===== config.mk =====
export PLATFORM = sky130hd
export DESIGN_NAME = mmkd_ram
export DESIGN_NICKNAME = d
export VERILOG_FILES = /design/src/rtl/multi_mode_key_debouncer_unit_macros.svh /design/src/rtl/mmkd_ram.sv
export SDC_FILE = /design/constraint.sdc
export NUM_CORES = 1
export LEC_CHECK = 0
export ABC_AREA = 1
export BUFFER_PORTS_ARGS = -buffer_cell sky130_fd_sc_hd__buf_2
export CAP_MARGIN = 25
export CELL_PAD_IN_SITES_DETAIL_PLACEMENT = 0
export CELL_PAD_IN_SITES_GLOBAL_PLACEMENT = 1
export CORE_MARGIN = 2
export CORE_UTILIZATION = 40
export DETAILED_ROUTE_END_ITERATION = 10
export MAX_ROUTING_LAYER = met4
export PLACE_DENSITY_LB_ADDON = 0.1
export SLEW_MARGIN = 20
export SYNTH_ARGS = -nofsm -noshare
export SYNTH_HDL_FRONTEND = slang
export SYNTH_SLANG_ARGS = --single-unit

===== constraint.sdc =====
create_clock -name clk -period 3.3 [get_ports clk]
set_clock_uncertainty 0.2 [all_clocks]
set_input_delay 0.66 -clock clk [delete_from_list [all_inputs] [get_ports clk]]
set_output_delay 0.66 -clock clk [all_outputs]
set_load 0.05 [all_outputs]

===== src/rtl/multi_mode_key_debouncer_unit_macros.svh =====
// Assertion macros shared by the debouncer RTL.
// They sample on clk and are disabled while rst_n is low.
`ifndef MULTI_MODE_KEY_DEBOUNCER_UNIT_MACROS_SVH
`define MULTI_MODE_KEY_DEBOUNCER_UNIT_MACROS_SVH

// The consequent must hold in the same cycle as the antecedent.
`define MMKD_ASSERT_NOW(lbl, ante, cons, msg) \
    lbl: assert property (@(posedge clk) disable iff (!rst_n) (ante) |-> (cons)) \
        else $error(msg);

// The consequent must hold in the cycle after the antecedent.
`define MMKD_ASSERT_NEXT(lbl, ante, cons, msg) \
    lbl: assert property (@(posedge clk) disable iff (!rst_n) (ante) |=> (cons)) \
        else $error(msg);

`endif


===== src/rtl/mmkd_ram.sv =====
`timescale 1ns / 1ps
module mmkd_ram #(
    parameter int WIDTH = 32,
    parameter int DEPTH = 16,
    parameter int AW    = (DEPTH > 1) ? $clog2(DEPTH) : 1
) (
    input  logic             clk,
    input  logic             we,
    input  logic [AW-1:0]    waddr,
    input  logic [WIDTH-1:0] wdata,
    input  logic [AW-1:0]    raddr,
    output logic [WIDTH-1:0] rdata
);

    logic [WIDTH-1:0] mem [DEPTH];

    always_ff @(posedge clk)
    begin
        if (we)
        begin
            mem[waddr] <= wdata;
        end
        rdata <= mem[raddr];
    end

endmodule


-- After elaboration in Yosys (flattened, before gate mapping)
Memory sizes are Yosys's and may differ from the RTL's. A register that Yosys moved wholly into a read port is not among the register bits.
Cells that the tools add are included.
- bits in registers: 0
- bits in writable memories: 512
- logic and storage cells: 3
- memories kept: 1
- input bits: 42
- memory list (memory ; words ; width ; read ports ; clocked after memory_dff ; write ports ; line ; text):
    mem ; 16 ; 32 ; 1 ; 1 ; 1 ; mmkd_ram.sv:15 ; logic [WIDTH-1:0] mem [DEPTH];
- multiplexer cells: 2
- operators by type and width (cell ; number):
    $mux 1 ; 2

-- Depth between registers and ports, before layout
Gate-level depths: netlist of the first run.
- word-level depth: 2
- mapped depth: 10
- mapped depth without buffers: 7

-- Worst setup path after synthesis of the first run
OpenSTA, ideal clock, no wires.
- kind: input port to flip-flop
- from: input waddr[2]
- to: memory mem[10][0] (enable)
- setup time: 0.421 ns
- data required time: 2.679 ns
- stages: 2
- data arrival time: 2.232 ns
- slack: 0.447 ns
- cells stage by stage: nand3b_1 -> nor2_1
- RTL lines (element ; line ; text):
    start, declared ; mmkd_ram.sv:9 ; input logic [AW-1:0] waddr,
    end, declared ; mmkd_ram.sv:15 ;
No word-level cell before the write port.

-- Worst setup path in the final report of the first run
- from: register rdata[0], read port of mem
- to: output rdata[0]
- RTL lines (element ; line ; text):
    start, declared ; mmkd_ram.sv:12 ; output logic [WIDTH-1:0] rdata
No word-level cell between the ends.

==> results_dict.tcl, run 1 <==
set metrics [dict create \
    status "finished, final reports clean" \
    post-dp-hpwl_mm 29.4 \
    internal_power_mw 12.3 \
    start_util 0.404 \
    final-setup-viol-count 0 \
    fin_crit_sh 0.653 \
    p_per_area_nw_per_um2 604 \
    critPathCaptureType "output port" \
    period_minus_slack_ns 2.15 \
    arrival_ns 1.29 \
    synth_top_area_share 0.676 \
    grt_pass1_wl_mm 87.1 \
    first_global_vias 13909 \
    path_delay_family "flip-flops" \
    p_seq_frac 0.493 \
    htree_num_levels 2 \
    required_ns 2.44 \
    drc 0 \
    globalplace.congestion 0.758 \
    post_cts_buffers 0 \
    ant_nets 0 \
    io_buffers 73 \
    drive_gt1_frac 0.100 \
    drt_iter0_drc 800 \
    clk_latency_ns 0.62 \
    wl_per_cell_um 19.2 \
    die_area_um2 58700 \
    first_pass_iters 5 \
    yosysSeqAreaShare 0.705 \
    fmaxAchievable_mhz 464 \
    cpPeakStageDelay_ns 0.38 \
    vias 14207 \
    cts_sinks 544 \
    core_area_um2 56300 \
    synth_warnings 0 \
    die_w_um 242 \
    syn-num-nets 2162 \
    io_pins 74 \
    p_sw_mw 3.52 \
    yosysTopAreaCell "edfxtp_1" \
    wirelength_mm 57.4 \
    start_kind "flop" \
    cts_made_buffers 59 \
    fillers 5216 \
    final_cell_mix "nand2_1 (677), edfxtp_1 (512), inv_1 (386)" \
    dpl-instance-area_um2 24000 \
    peakVddDrop_uv 430 \
    path_clk_slew_ns 0.06 \
    cp_slowest_cell "dfxtp_1" \
    cp_num_cells 1 \
    syn_area_um2 22700 \
    ctsResizeCount 0 \
    p_leak_nw 11.1 \
    critPathKind "flop to output port" \
    ff2ff_path_depth 6 \
    worstPathMaxFanout 1 \
    final_common_cell "nand2_1" \
    worstSetupStartpoint "rdata[0]" \
    track_usage 0.203 \
    maxCapViolCount 0 \
    grt-ovfl-total 0 \
    area_growth_syn_to_layout_pct 14.9 \
    antenna_found_initial 2 \
    viasPerCell 4.74 \
    tightest_slew_ns 1.06 \
    finalMaxSlewViolations 0 \
    hold_viol_final 0 \
    multi_input_area_um2 4670 \
    finalSetupTns_ns 0 \
    die_h_um 242 \
    hp-class "primary input to flop" \
    holdBufCountCts 0 \
    cp.buffers_inverters 1 \
    rsz0062_at_grt "no" \
    ys_ff_latch 544 \
    rrSetupSlack_ns 2.08 \
    grt_max_degree 96 \
    slew_headroom 0.296 \
    combPwrFrac 0.067 \
    endpoint "rdata[0]" \
    pwr-share-clk 0.440 \
    r2r-end "rdata[29]" \
    cts_tree "yes" \
    synthDistinctLibCells 15 \
    synthTopCellsByArea "edfxtp_1 (68%), nand2_1 (11%), nand3_1 (8.5%), inv_1 (6.4%), dfxtp_1 (2.8%)" \
    root_buffer "clkbuf_16" \
    avgSynthCellArea_um2 10.7 \
    num-nets-final 2230 \
    cts_max_path_buffers 3 \
    regArea_um2 16000 \
    fin_area_um2 26100 \
    crit_chain "buf_2" \
    r2r_start "mem[9][29]" \
    finalPower_mw 15.8 \
    rows 87 \
    syn_inst 2120 \
    switching_share 0.223 \
]
Yosys cell counts:
cell type and number:
clkbuf_1 14, inv_1 388, inv_4 1, buf_2 41, buf_4 6, inv_2 1
nand3b_1 2, edfxtp_1 512, buf_1 14, buf_12 1, dfxtp_1 32, buf_6 29
nand2_1 677, nor2_1 17, nand3_1 385
power groups by stage:
stage	clock network, mW	registers [mW]	logic (mW)
final	6.95	7.77	1.06
after floorplan	0	8.07	0.527
after global routing	7.38	7.78	1.17
after CTS	7.13	7.78	1.08
after detailed placement	0	7.92	1.08
after global placement	0	7.92	1.07
how the worst min path moves through the flow:
stage / cells after the start / startpoint / endpoint / slack [ns]
3_5_place_dp: 6 / mem[11][6] / rdata[6] / 0.43
3_3_place_gp: 6 / mem[10][6] / rdata[6] / 0.44
5_1_grt: 1 / wdata[17] / mem[11][17] / 0.21
4_1_cts: 1 / wdata[17] / mem[14][17] / 0.18
2_1_floorplan: 6 / mem[10][0] / rdata[0] / 0.41
6_report: 1 / wdata[17] / mem[11][17] / 0.22
cell families after synthesis:
kind of cell | synth area share
simple gates | 0.200
flops | 0.705
buf+inv | 0.0954
per-stage QoR:
step                      setup WS, ns  std cells  hold slack, ns  utilization
after floorplan                  0.447       2120           0.407            -
after global placement           0.662       2883           0.442        0.427
after detailed placement         0.651       2883           0.432        0.427
after CTS                         1.08       2994           0.176        0.464
after global routing              1.11       2996           0.211        0.464
final                             1.15       2996           0.223        0.464
layer usage:
metal	wire [um]	share of wire	track usage	up-vias
met4	1350	0.023	0.0603	0
met2	28200	0.49	0.340	215
li1	-	-	-	6989
met3	1980	0.035	0.0279	93
met1	25800	0.45	0.257	6910
met5	0	0	-	-
sequential cells by signal, indices dropped and copies added, names as in the netlist:
signal and count:
rdata 32, mem 512
worst register-to-register path, stage by stage, from the launching register on:
cell,delay [ns]
edfxtp_1,0.37
inv_1,0.07
nand2_1,0.06
nand3_1,0.18
nand3_1,0.09
nand3_1,0.08
nand2_1,0.06
area by class of cell:
class,count,area share
sequential,544,0.613
multi-input combinational,1081,0.179
clock buffer,86,0.0670
inverter,390,0.0564
tap,756,0.0362
timing repair buffer,112,0.0358
clock inverter,25,0.0123
antenna,2,0.000192
No activity file was read; power rests on OpenSTA's default activity.
==> run 2, diff against run 1 <==
==> constraint.sdc (replaced) <==
create_clock -name clk -period 1.92 [get_ports clk]
set_clock_uncertainty 0.2 [all_clocks]
set_input_delay 0.384 -clock clk [delete_from_list [all_inputs] [get_ports clk]]
set_output_delay 0.384 -clock clk [all_outputs]
set_load 0.05 [all_outputs]
==> results_dict.tcl, run 2 (synthesis gave the netlist of run 1 again) <==
set metrics [dict create \
    vias 14518 \
    critPathCaptureType "output port" \
    p_seq_frac 0.502 \
    hp-class "primary input to flop" \
    fin_crit_sh 0.973 \
    finalMaxSlewViolations 0 \
    n_antenna_cell 0 \
    start_util 0.404 \
    dp.cells 2927 \
    die_area_um2 58700 \
    maxCapViolCount 0 \
    drt_iter0_drc 1002 \
    slew_headroom 0.684 \
    io_pins 74 \
    final_cell_mix "nand2_1 (677), edfxtp_1 (512), inv_1 (386)" \
    final_common_cell "nand2_1" \
    ant_nets 0 \
    final-setup-viol-count 0 \
    dpl-instance-area_um2 24700 \
    internal_power_mw 20.5 \
    cts_sinks 544 \
    worst_slack_ns 0.0526 \
    largest-register "mem" \
    switching_share 0.229 \
    fin_area_um2 26900 \
    combPwrFrac 0.076 \
    path_delay_family "flip-flops" \
    required_ns 1.34 \
    cts_made_buffers 58 \
    whs_ns 0.0156 \
    p_per_area_nw_per_um2 989 \
    path_clk_slew_ns 0.06 \
    finalPower_mw 26.6 \
    clk_latency_ns 0.63 \
    pre_cts_ws_ns 0.0109 \
    status "finished, final reports clean" \
    first_global_vias 14084 \
    grt_max_degree 65 \
    grt_pass1_wl_mm 89.2 \
    utilization 0.478 \
    root_buffer "clkbuf_16" \
    top_regs "mem (512), rdata (32)" \
    peakVddDrop_uv 738 \
    die_w_um 242 \
    finalSetupTns_ns 0 \
    fmaxAchievable_mhz 536 \
    pwr-share-clk 0.423 \
    worstPathMaxFanout 1 \
    area_growth_syn_to_layout_pct 18.4 \
    wirelength_mm 59.1 \
    io_buffers 73 \
    tightest_slew_ns 0.473 \
    antenna_found_initial 0 \
    crit_chain "buf_2" \
    p_sw_mw 6.09 \
    first_pass_iters 5 \
    cts_tree "yes" \
    die_h_um 242 \
    period_minus_slack_ns 1.87 \
    arrival_ns 1.28 \
    critPathKind "flop to output port" \
    cts_max_path_buffers 3 \
    htree_num_levels 2 \
    post-dp-hpwl_mm 34.5 \
    hold_viol_final 0 \
    start_kind "flop" \
    rsz0062_at_grt "no" \
    drive_gt1_frac 0.115 \
    rows 87 \
    p_leak_nw 11.4 \
    cpPeakStageDelay_ns 0.38 \
    fillers 5155 \
    cp.buffers_inverters 1 \
    core_area_um2 56300 \
    globalplace.congestion 0.762 \
    drc 0 \
    track_usage 0.209 \
    viasPerCell 4.74 \
    num-nets-final 2302 \
    grt-ovfl-total 0 \
    stdcell_count 3066 \
    largest_reg_flops 512 \
    cp_slowest_cell "dfxtp_1" \
    wl_per_cell_um 19.3 \
]
==> run 2: layout make-up <==
class | instances | area, um2 | share of cell area
timing repair buffer | 185 | 1880 | 0.0697
tap | 756 | 946 | 0.0351
multi-input combinational | 1081 | 4670 | 0.173
sequential | 544 | 16000 | 0.595
inverter | 390 | 1470 | 0.0548
clock inverter | 23 | 183 | 0.00679
clock buffer | 87 | 1750 | 0.0652
==> run 2: final timing paths <==
| kind | start | end | slack [ns] | cells after the start |
|---|---|---|---|---|
| setup / recovery | rdata[14] | rdata[14] | 0.05 | 1 |
| hold / removal | wdata[25] | mem[12][25] | 0.02 | 1 |
| setup reg to reg | mem[6][21] | rdata[21] | 0.63 | 6 |
| hold reg to reg | mem[6][10] | rdata[10] | 0.45 | 6 |
==> run 2: repair_timing <==
action	4_1_cts	5_1_grt
gates resized for setup	4	0
hold buffers	29	0
endpoints found under the setup margin	3	0
setup buffers	0	0
hold endpoints to repair	459	0
==> run 2: layer usage <==
metal	track usage	wire length (um)	part of all wire
met4	0.0534	1060	0.018
met5	-	0	0
met3	0.0278	2600	0.044
met1	0.278	26800	0.45
met2	0.338	28700	0.49
==> run 2: power groups by stage <==
stage	registers, mW	clock network [mW]	logic, mW
2_1_floorplan	13.9	0	0.913
3_3_place_gp	13.6	0	1.99
3_5_place_dp	13.6	0	2.00
4_1_cts	13.4	11.5	2.06
5_1_grt	13.4	12.0	2.22
6_report	13.4	11.2	2.02
