--- src/rtl/multi_mode_key_debouncer_unit_macros.svh ---
// Assertion macros shared by the debouncer RTL.
// They sample on clk and are disabled while rst_n is low.
`ifndef MULTI_MODE_KEY_DEBOUNCER_UNIT_MACROS_SVH
`define MULTI_MODE_KEY_DEBOUNCER_UNIT_MACROS_SVH

// The consequent must hold in the same cycle as the antecedent.
`define MMKD_ASSERT_NOW(lbl, ante, cons, msg) \
    lbl: assert property (@(posedge clk) disable iff (!rst_n) (ante) |-> (cons)) \
        else $error(msg);

// The consequent must hold in the cycle after the antecedent.
`define MMKD_ASSERT_NEXT(lbl, ante, cons, msg) \
    lbl: assert property (@(posedge clk) disable iff (!rst_n) (ante) |=> (cons)) \
        else $error(msg);

`endif

--- src/rtl/mmkd_pkg.sv ---
`timescale 1ns / 1ps
package mmkd_pkg;

    localparam int KEY_COUNT_DEF  = 16;
    localparam int HIST_DEPTH_DEF = 8;

    localparam int KEY_W      = 4;
    localparam int TIME_W     = 32;
    localparam int WAIT_W     = 16;
    localparam int SCNT_W     = 16;
    localparam int SCFG_W     = 5;
    // Ring pointer and fill are sized for the deepest ring the block supports.
    localparam int PTR_W      = 5;
    localparam int FILL_W     = 6;
    localparam int CFG_IDX_W  = 3;
    localparam int CFG_DATA_W = 16;
    localparam int MIN_FILL   = 4;

    typedef enum logic [1:0] {
        M_DELAY = 2'd0,
        M_INTEG = 2'd1,
        M_LOCK  = 2'd2,
        M_ADAPT = 2'd3
    } method_t;

    localparam logic [CFG_IDX_W-1:0] REG_METHOD  = 3'd0;
    localparam logic [CFG_IDX_W-1:0] REG_DELAY   = 3'd1;
    localparam logic [CFG_IDX_W-1:0] REG_SAMPLES = 3'd2;
    localparam logic [CFG_IDX_W-1:0] REG_MIN     = 3'd3;
    localparam logic [CFG_IDX_W-1:0] REG_MAX     = 3'd4;
    localparam logic [CFG_IDX_W-1:0] REG_HIST    = 3'd5;

    typedef struct packed {
        method_t             method;
        logic [WAIT_W-1:0]   delay_ms;
        logic [SCFG_W-1:0]   sample_count;
        logic [WAIT_W-1:0]   adaptive_min_ms;
        logic [WAIT_W-1:0]   adaptive_max_ms;
        logic                history_enable;
    } cfg_t;

    typedef struct packed {
        logic                debounced;
        logic                last_raw;
        logic [TIME_W-1:0]   last_change;
        logic [TIME_W-1:0]   lock_until;
        logic [SCNT_W-1:0]   sample_cnt;
        logic [TIME_W-1:0]   change_cnt;
        logic [TIME_W-1:0]   longest;
        logic [PTR_W-1:0]    wptr;
        logic [FILL_W-1:0]   fill;
    } key_state_t;

endpackage

--- src/rtl/mmkd_cfg.sv ---
`timescale 1ns / 1ps
module mmkd_cfg import mmkd_pkg::*; (
    input  logic                  clk,
    input  logic                  rst_n,
    input  logic                  cfg_we,
    input  logic [CFG_IDX_W-1:0]  cfg_index,
    input  logic [CFG_DATA_W-1:0] cfg_wdata,
    output cfg_t                  cfg
);

    cfg_t cfg_reg;
    cfg_t cfg_next;

    always_comb
    begin
        cfg_next = cfg_reg;
        if (cfg_we)
        begin
            case (cfg_index)
                REG_METHOD:  cfg_next.method          = method_t'(cfg_wdata[1:0]);
                REG_DELAY:   cfg_next.delay_ms        = cfg_wdata;
                REG_SAMPLES: cfg_next.sample_count    = cfg_wdata[SCFG_W-1:0];
                REG_MIN:     cfg_next.adaptive_min_ms = cfg_wdata;
                REG_MAX:     cfg_next.adaptive_max_ms = cfg_wdata;
                REG_HIST:    cfg_next.history_enable  = cfg_wdata[0];
                default:     cfg_next = cfg_reg;
            endcase
        end
    end

    always_ff @(posedge clk or negedge rst_n)
    begin
        if (!rst_n)
        begin
            cfg_reg.method          <= M_DELAY;
            cfg_reg.delay_ms        <= 16'd20;
            cfg_reg.sample_count    <= 5'd5;
            cfg_reg.adaptive_min_ms <= 16'd5;
            cfg_reg.adaptive_max_ms <= 16'd100;
            cfg_reg.history_enable  <= 1'b0;
        end
        else
        begin
            cfg_reg <= cfg_next;
        end
    end

    assign cfg = cfg_reg;

endmodule
--- config.mk ---
export PLATFORM = sky130hd
export DESIGN_NAME = mmkd_cfg
export DESIGN_NICKNAME = d
export VERILOG_FILES = /design/src/rtl/multi_mode_key_debouncer_unit_macros.svh /design/src/rtl/mmkd_pkg.sv /design/src/rtl/mmkd_cfg.sv
export SDC_FILE = /design/constraint.sdc
export NUM_CORES = 1
export LEC_CHECK = 0
export BUFFER_PORTS_ARGS = -buffer_cell sky130_fd_sc_hd__buf_2
export CAP_MARGIN = 20
export CORE_MARGIN = 3
export CORE_UTILIZATION = 53
export CTS_CLUSTER_DIAMETER = 30
export CTS_CLUSTER_SIZE = 40
export DETAILED_ROUTE_END_ITERATION = 8
export GPL_TIMING_DRIVEN = 0
export PLACE_DENSITY = 0.84
export SKIP_CTS_REPAIR_TIMING = 1
export SYNTH_ARGS = -nofsm -noshare
export SYNTH_HDL_FRONTEND = slang
export SYNTH_SLANG_ARGS = --single-unit
--- constraint.sdc ---
create_clock -name clk -period 1.2 [get_ports clk]
set_input_delay 0.12 -clock clk [delete_from_list [all_inputs] [get_ports clk]]
set_output_delay 0.12 -clock clk [all_outputs]
set_load 0.03 [all_outputs]
* After elaboration in Yosys (flattened, before gate mapping)
Index checks and enable logic that the tools add are counted.
** Storage, ports and cells
- Register bits after elaboration :: 56
- Output and inout port bits :: 56
** Cells by class
- Equal/unequal tests :: 5
- Reduce and logical (&&, ||, !) cells :: 7
** Operators with widths (number)
- AND reduction 2 bit :: 6
- equality test 3 x 2 -> 1 bit, second input constant :: 2
- equality test 3 bit, second input constant :: 2
- equality test 3 x 1 -> 1 bit, second input constant :: 1
- logical NOT 3 bit :: 1

* Depth between registers and ports, before layout
Gate-level depths: netlist of run 1.
- Depth after elaboration :: 2
- Depth in mapped cells :: 4
- Mapped depth without buffers :: 2

* Worst setup path after synthesis of run 1
OpenSTA, ideal clock, no wires.
- Path kind :: input to register
- From :: in cfg_index[2]
- To :: reg cfg_reg (netlist bit cfg[38])
- Arrival :: 0.956 ns
- Required time :: 1.075 ns
- Slack :: 0.119 ns
- Cell stages on the path :: 4
- Path buffers :: 2
- Cells stage by stage :: and4bb_1 buf_6 buf_6 mux2_2
** On the way
- Longest elaborated chain between the ends :: 2
** RTL lines
- from (decl) :: RTL line mmkd_cfg.sv:6 : input logic [CFG_IDX_W-1:0] cfg_index,
- equality test 3 x 1 -> 1 bit :: RTL line mmkd_cfg.sv:19 : case (cfg_index)
- AND reduction 2 bit (no line)
- to (signal assigned) :: RTL line mmkd_cfg.sv:44 : cfg_reg <= cfg_next;
- to (decl) :: RTL line mmkd_cfg.sv:11 : cfg_t cfg_reg;
Every way passes these cells.
A chain may end at the register's enable or synchronous reset.

* Worst setup path after layout of run 1
- From :: reg cfg_reg (netlist bit cfg[40])
- To :: out cfg[40] (netlist bit)
** RTL lines
- to (decl) :: RTL line mmkd_cfg.sv:8 : output cfg_t cfg
No word-level cell between the ends.

==> impl_metrics.yaml, run 1 <==
run:
  max-cap-violations: 0
layout:
  largest_register_ffs: 56
  synthToLayoutAreaGrowth_pct: 25.4
  multi_input_area_um2: 746
  antenna_cells: 0
  drive_gt1_frac: 0.743
  num-fill-cells: 277
  fin_nets: 231
  fin_area_mm2: 0.00278
  seq_area_mm2: 0.00141
  final_cells: 258
timing:
  slew_viol_final: 0
  finalSetupViolations: 0
  fin_hold_ws_ps: 74.3
  finalHoldViolations: 0
  slew_headroom: 0.540
  worst_pin_slew_ps: 690
  grt_setup_unrepaired: "false"
  fin_worst_skew_ps: 0
  finalCriticalPeriod_ps: 1150
  period_share: 0.960
  finalSetupTns_ps: 0
  fmax_ghz: 0.868
clocking:
  cts_num_sinks: 56
  numCtsBuffers: 5
  htreeDepth: 2
  cts_tree: "built"
  path_clk_slew_ps: 90
  clkLatencyLatePin_ps: 290
  clk_path_buf_depth: 2
  clockRootBuffer: "clkbuf_8"
place:
  io_buffer_count: 77
  hpwl_um: 3200
  placed_area_mm2: 0.00267
  dpl.cell_count: 248
  gp_congestion: 0.799
yosys:
  syn_inst: 123
  synth_top_area_frac: 0.530
  synth_area_leaders: "dfrtp_1 (53%), mux2_2 (23%), dfstp_2 (11%), mux2_4 (7.4%), buf_6 (1.5%)"
  avgSynthCellArea_um2: 18.0
  ys_types: 12
  synth_area_mm2: 0.00222
  yosys_warnings: 0
  synth_top_area_cell: "dfrtp_1"
  yosysSeqAreaShare: 0.636
  syn_nets: 145
  ys_ff_latch: 56
routing:
  antenna_left: 0
  dr.pass1.iters: 2
  dr.first_iter.drc_count: 53
  wire_per_inst_um: 16.8
  wirelength_um: 4340
  drc: 0
  num_vias: 1345
  routed_via_density: 5.21
global_routing:
  grt_overflow: 0
  grt-busiest-layer: "met2"
  met3_usage: 0.0724
  met2_usage: 0.312
  grt_pass1_vias: 1449
  grt_pass1_wl_um: 7270
  antenna_found_initial: 0
  grt_start_max_net_pins: 57
  grt_use_total: 0.184
  use_met1: 0.225
power:
  power.density_mw_per_mm2: 1950
  leakage_nw: 1.35
  peakVddDrop_v: 0.00123
setup_path:
  max_stage_delay_ps: 550
  crit_arrival_ps: 1030
  worstSetupPathType: "register to output port"
  cp-end-kind: "output port"
  worstPathRequired_ps: 1080
  cp_slowest_cell: "dfstp_2"
  crit_path_start_kind: "register"
  crit_family: "flip-flops"
  crit_chain: "buf_2"
  critPathBufInv: 1
  path_max_fanout: 2
floorplanning:
  die_h_um: 70.7
  dieArea_mm2: 0.00500
  fp.dieW_um: 70.7
  io-pin-count: 78
  num_rows: 22
  coreArea_mm2: 0.00385
  initial_utilization: 0.576
hold_path:
  hp-class: "primary input to register"
outcome:
  status: "finished, final reports clean"
cell type report:
cell class | count | area share
buffer | 5 | 0.0220
clock buffer | 7 | 0.0274
clock inverter | 1 | 0.00180
multi-input combinational | 62 | 0.268
sequential | 56 | 0.507
tap | 48 | 0.0216
timing repair buffer | 79 | 0.152
where the power goes:
part | internal (mW) | switching [mW]
logic | 0.691 | 1.23
clock network | 0.411 | 0.536
registers | 2.35 | 0.210
final timing paths:
path	from	to	slack (ps)	depth (start not counted)
worst max-delay path	cfg[40]	cfg[40]	50	1
worst min-delay path	cfg_wdata[13]	cfg[14]	70	2
worst max register to register	cfg[9]	cfg[9]	420	1
worst min register to register	cfg[47]	cfg[47]	510	1
max in group asynchronous	rst_n	cfg[33]	150	3
min in group asynchronous	rst_n	cfg[12]	390	2
cell usage after synthesis:
cell / count
nor4b_1: 1
and4bb_1: 2
dfstp_2: 9
buf_4: 1
mux2_4: 11
buf_12: 1
nand4b_2: 1
nand4b_1: 1
mux2_2: 45
buf_6: 3
and4bb_4: 1
dfrtp_1: 47
through the flow:
| step | setup slack (ps) | utilization | total power, mW |
|---|---|---|---|
| floorplan | 119 | - | 3.89 |
| CTS | 27.3 | 0.713 | 5.48 |
| detailed placement | -141 | 0.692 | 4.52 |
| finish | 47.9 | 0.722 | 5.43 |
| global route | 2.59 | 0.722 | 5.72 |
| global placement | -119 | 0.692 | 4.46 |
cell usage in the layout (no fill, tap or decap), types with 2 or more instances in the layout:
cell type,n
dfstp_2,9
clkbuf_1,2
buf_6,3
and4bb_1,2
mux2_2,45
buf_2,77
dfrtp_1,47
clkbuf_8,5
mux2_4,11
cell families (layout without fill, tap and decap cells):
kind of cell / Yosys count / after routing / share of synthesized area
simple gates: 6 / 6 / 0.0333
buf+inv: 5 / 92 / 0.0276
mux: 56 / 56 / 0.303
flops: 56 / 56 / 0.636
layer usage:
| layer | vias up | wire length, µm |
|---|---|---|
| met5 | - | 0 |
| met1 | 676 | 1690 |
| li1 | 610 | - |
| met4 | 0 | 23 |
| met3 | 5 | 400 |
| met2 | 54 | 2220 |
(Power assumes the default switching activity.)
==> run 2, diff against run 1 <==
--- a/config.mk
+++ b/config.mk
@@ -8,12 +8,13 @@
 export BUFFER_PORTS_ARGS = -buffer_cell sky130_fd_sc_hd__buf_2
 export CAP_MARGIN = 20
 export CORE_MARGIN = 3
-export CORE_UTILIZATION = 53
+export CORE_UTILIZATION = 55
+export CTS_BUF_LIST = sky130_fd_sc_hd__clkbuf_8
 export CTS_CLUSTER_DIAMETER = 30
 export CTS_CLUSTER_SIZE = 40
 export DETAILED_ROUTE_END_ITERATION = 8
 export GPL_TIMING_DRIVEN = 0
-export PLACE_DENSITY = 0.84
+export PLACE_DENSITY = 0.87
 export SKIP_CTS_REPAIR_TIMING = 1
 export SYNTH_ARGS = -nofsm -noshare
 export SYNTH_HDL_FRONTEND = slang
==> impl_metrics.yaml, run 2 (synthesis gave the netlist of run 1 again) <==
layout:
  fin_area_mm2: 0.00279
  antenna_cells: 0
  synthToLayoutAreaGrowth_pct: 25.8
  layout_common_cells: "buf_2 (74), dfrtp_1 (47), mux2_2 (45)"
  post-route-util: 0.741
  drive_gt1_frac: 0.743
  final_common_cell: "buf_2"
  fin_nets: 231
  final_cells: 258
  num-fill-cells: 261
  largest_register_ffs: 56
power:
  power_mw: 5.49
  power.density_mw_per_mm2: 1970
  peakVddDrop_v: 0.00110
  leakage_nw: 1.36
floorplanning:
  fp.dieW_um: 69.5
  dieArea_mm2: 0.00483
  coreArea_mm2: 0.00377
  io-pin-count: 78
  num_rows: 22
  die_h_um: 69.5
  initial_utilization: 0.589
routing:
  routed_via_density: 5.27
  dr.pass1.iters: 4
  antenna_left: 0
  wirelength_um: 4230
  num_vias: 1360
  wire_per_inst_um: 16.4
  dr.first_iter.drc_count: 30
  drc: 0
setup_path:
  worstPathRequired_ps: 1080
  cp-end-kind: "output port"
  crit_arrival_ps: 1040
  critPathBufInv: 1
  crit_chain: "buf_2"
  max_stage_delay_ps: 540
  cp_slowest_cell: "dfstp_2"
  path_max_fanout: 2
  crit_path_start_kind: "register"
  worstSetupPathType: "register to output port"
  rrSetupSlack_ps: 420
  crit_family: "flip-flops"
global_routing:
  grt_overflow: 0
  grt_start_max_net_pins: 57
  grt_use_total: 0.190
  antenna_found_initial: 0
  grt_pass1_vias: 1429
  grt_pass1_wl_um: 7150
place:
  gp_congestion: 0.815
  placed_area_mm2: 0.00267
  hpwl_um: 3120
  io_buffer_count: 77
  dpl.cell_count: 248
timing:
  fin_worst_skew_ps: 0
  period_share: 0.964
  finalSetupViolations: 0
  slew_viol_final: 0
  finalCriticalPeriod_ps: 1160
  fmax_ghz: 0.865
  finalHoldViolations: 0
  finalSetupTns_ps: 0
  grt_setup_unrepaired: "false"
  worst_pin_slew_ps: 509
  slew_headroom: 0.656
clocking:
  path_clk_slew_ps: 90
  clockRootBuffer: "clkbuf_8"
  htreeDepth: 2
  numCtsBuffers: 5
  cts_tree: "built"
  clk_path_buf_depth: 2
  clkLatencyLatePin_ps: 300
  cts_num_sinks: 56
hold_path:
  hp-class: "primary input to register"
run:
  max-cap-violations: 0
outcome:
  status: "finished, final reports clean"
==> run 2: worst paths after layout <==
kind                                     from       to  depth (start not counted)
worst min register to register        cfg[45]  cfg[45]                          1
min in group asynchronous               rst_n  cfg[45]                          2
worst min-delay path            cfg_wdata[15]  cfg[32]                          2
max in group asynchronous               rst_n  cfg[17]                          3
worst max-delay path                  cfg[19]  cfg[19]                          1
worst max register to register        cfg[18]  cfg[18]                          1
==> run 2: stage by stage <==
| step | setup WS (ps) | hold WS, ps |
|---|---|---|
| 2_1_floorplan | 119 | -176 |
| 3_3_place_gp | -121 | 374 |
| 3_5_place_dp | -142 | 384 |
| 4_1_cts | 23.0 | 62.1 |
| 5_1_grt | 2.35 | 55.1 |
| 6_report | 43.7 | 73.3 |
==> run 2: area by class of cell <==
cell class              instances  area (µm²)  area share
well taps                      48        60.1      0.0215
plain buffers                   5        61.3      0.0220
flip-flops and latches         56        1410       0.506
clock buffers                   6        82.6      0.0296
clock inverters                 2        7.51     0.00269
multi-input cells              62         746       0.267
repair buffers                 79         423       0.151
==> run 2: metal layers <==
layer  wire length [µm]  track usage
met2               2130        0.321
met5                  0            0
met4                 29       0.0390
met1               1720        0.232
met3                347       0.0754
==> run 2: power by group <==
part	switching, mW	internal, mW	leakage [nW]
combinational	1.22	0.699	0.648
clock	0.557	0.455	0.0538
sequential	0.212	2.35	0.659
==> run 3, diff against run 2 <==
--- a/config.mk
+++ b/config.mk
@@ -14,7 +14,7 @@
 export CTS_CLUSTER_SIZE = 40
 export DETAILED_ROUTE_END_ITERATION = 8
 export GPL_TIMING_DRIVEN = 0
-export PLACE_DENSITY = 0.87
+export PLACE_DENSITY = 0.84
 export SKIP_CTS_REPAIR_TIMING = 1
 export SYNTH_ARGS = -nofsm -noshare
 export SYNTH_HDL_FRONTEND = slang
==> impl_metrics.yaml, run 3 (synthesis gave the netlist of run 1 again) <==
outcome:
  status: "finished, final reports clean"
place:
  hpwl_um: 3320
  gp_congestion: 0.795
  placed_area_mm2: 0.00269
  io_buffer_count: 77
timing:
  period_share: 0.972
  slew_viol_final: 0
  fmax_ghz: 0.857
  grt_setup_unrepaired: "false"
  finalSetupTns_ps: 0
  finalCriticalPeriod_ps: 1170
  slew_headroom: 0.604
  fin_worst_skew_ps: 0
  worst_pin_slew_ps: 593
  finalSetupViolations: 0
  finalHoldViolations: 0
floorplanning:
  io-pin-count: 78
  num_rows: 22
  dieArea_mm2: 0.00483
  coreArea_mm2: 0.00377
  fp.dieW_um: 69.5
  initial_utilization: 0.589
  die_h_um: 69.5
power:
  power.density_mw_per_mm2: 1980
  leakage_nw: 1.36
  peakVddDrop_v: 0.00121
setup_path:
  cp-end-kind: "output port"
  critPathBufInv: 1
  path_max_fanout: 2
  worstPathRequired_ps: 1080
  cp_slowest_cell: "dfstp_2"
  crit_family: "flip-flops"
  crit_chain: "buf_2"
  worstSetupPathType: "register to output port"
  crit_path_start_kind: "register"
  crit_arrival_ps: 1050
  max_stage_delay_ps: 540
  rrSetupSlack_ps: 410
clocking:
  path_clk_slew_ps: 100
  cts_num_sinks: 56
  clk_path_buf_depth: 2
  clkLatencyLatePin_ps: 310
  clockRootBuffer: "clkbuf_8"
  htreeDepth: 2
  cts_tree: "built"
  numCtsBuffers: 5
layout:
  drive_gt1_frac: 0.752
  final_common_cell: "buf_2"
  largest_register_ffs: 56
  fin_nets: 231
  fin_area_mm2: 0.00279
  antenna_cells: 0
  layout_common_cells: "buf_2 (75), dfrtp_1 (47), mux2_2 (45)"
  synthToLayoutAreaGrowth_pct: 25.8
routing:
  wire_per_inst_um: 17.3
  dr.first_iter.drc_count: 45
  drc: 0
  num_vias: 1367
  antenna_left: 0
  wirelength_um: 4470
  routed_via_density: 5.30
  dr.pass1.iters: 3
global_routing:
  grt_start_max_net_pins: 33
  grt_overflow: 0
  grt_use_total: 0.202
  grt_pass1_wl_um: 7670
  grt_pass1_vias: 1501
  antenna_found_initial: 0
run:
  max-cap-violations: 0
hold_path:
  hp-class: "primary input to register"
run 3: cell count changes in the layout (fill, tap and decap cells not counted), sizes merged:
cell / before / now
buf: 80 / 81
clkinv: 0 / 2
inv: 2 / 0
clkbuf: 9 / 8
run 3: final cells by class:
cell class | instances | area, µm²
well taps | 48 | 60.1
clock buffers | 6 | 82.6
plain buffers | 5 | 61.3
repair buffers | 79 | 420
clock inverters | 2 | 10.0
multi-input cells | 62 | 746
flip-flops and latches | 56 | 1410
fillers | 269 | 978
run 3: per-layer routing:
metal / track usage / vias to the layer above / share of wire / routed length, µm
li1: - / 612 / - / -
met1: 0.248 / 704 / 0.41 / 1840
met4: 0.0521 / 0 / 0.011 / 51
met2: 0.344 / 46 / 0.51 / 2270
met5: 0 / - / 0 / 0
met3: 0.0652 / 5 / 0.069 / 309
run 3: final timing paths:
check | start | endpoint | depth (start not counted)
worst min-delay path | cfg_wdata[14] | cfg[15] | 2
worst max register to register | cfg[22] | cfg[22] | 1
min in group asynchronous | rst_n | cfg[23] | 2
max in group asynchronous | rst_n | cfg[33] | 3
worst max-delay path | cfg[40] | cfg[40] | 1
worst min register to register | cfg[23] | cfg[23] | 1
run 3: per-stage QoR:
step | utilization | hold slack, ps | power, mW | instances | setup slack, ps
after global routing | 0.741 | 47.9 | 5.79 | 258 | 1.49
after CTS | 0.737 | -191 | 5.58 | 257 | 19.7
after detailed placement | 0.712 | 151 | 4.53 | 249 | -173
after global placement | 0.707 | 376 | 4.45 | 248 | -113
after floorplan | - | -176 | 3.89 | 123 | 119
final | 0.741 | 54.5 | 5.54 | 258 | 33.4
run 3: report_power, final:
part	switching, mW	internal [mW]	total (mW)
clock	0.592	0.462	1.05
combinational	1.23	0.695	1.92
sequential	0.217	2.35	2.57
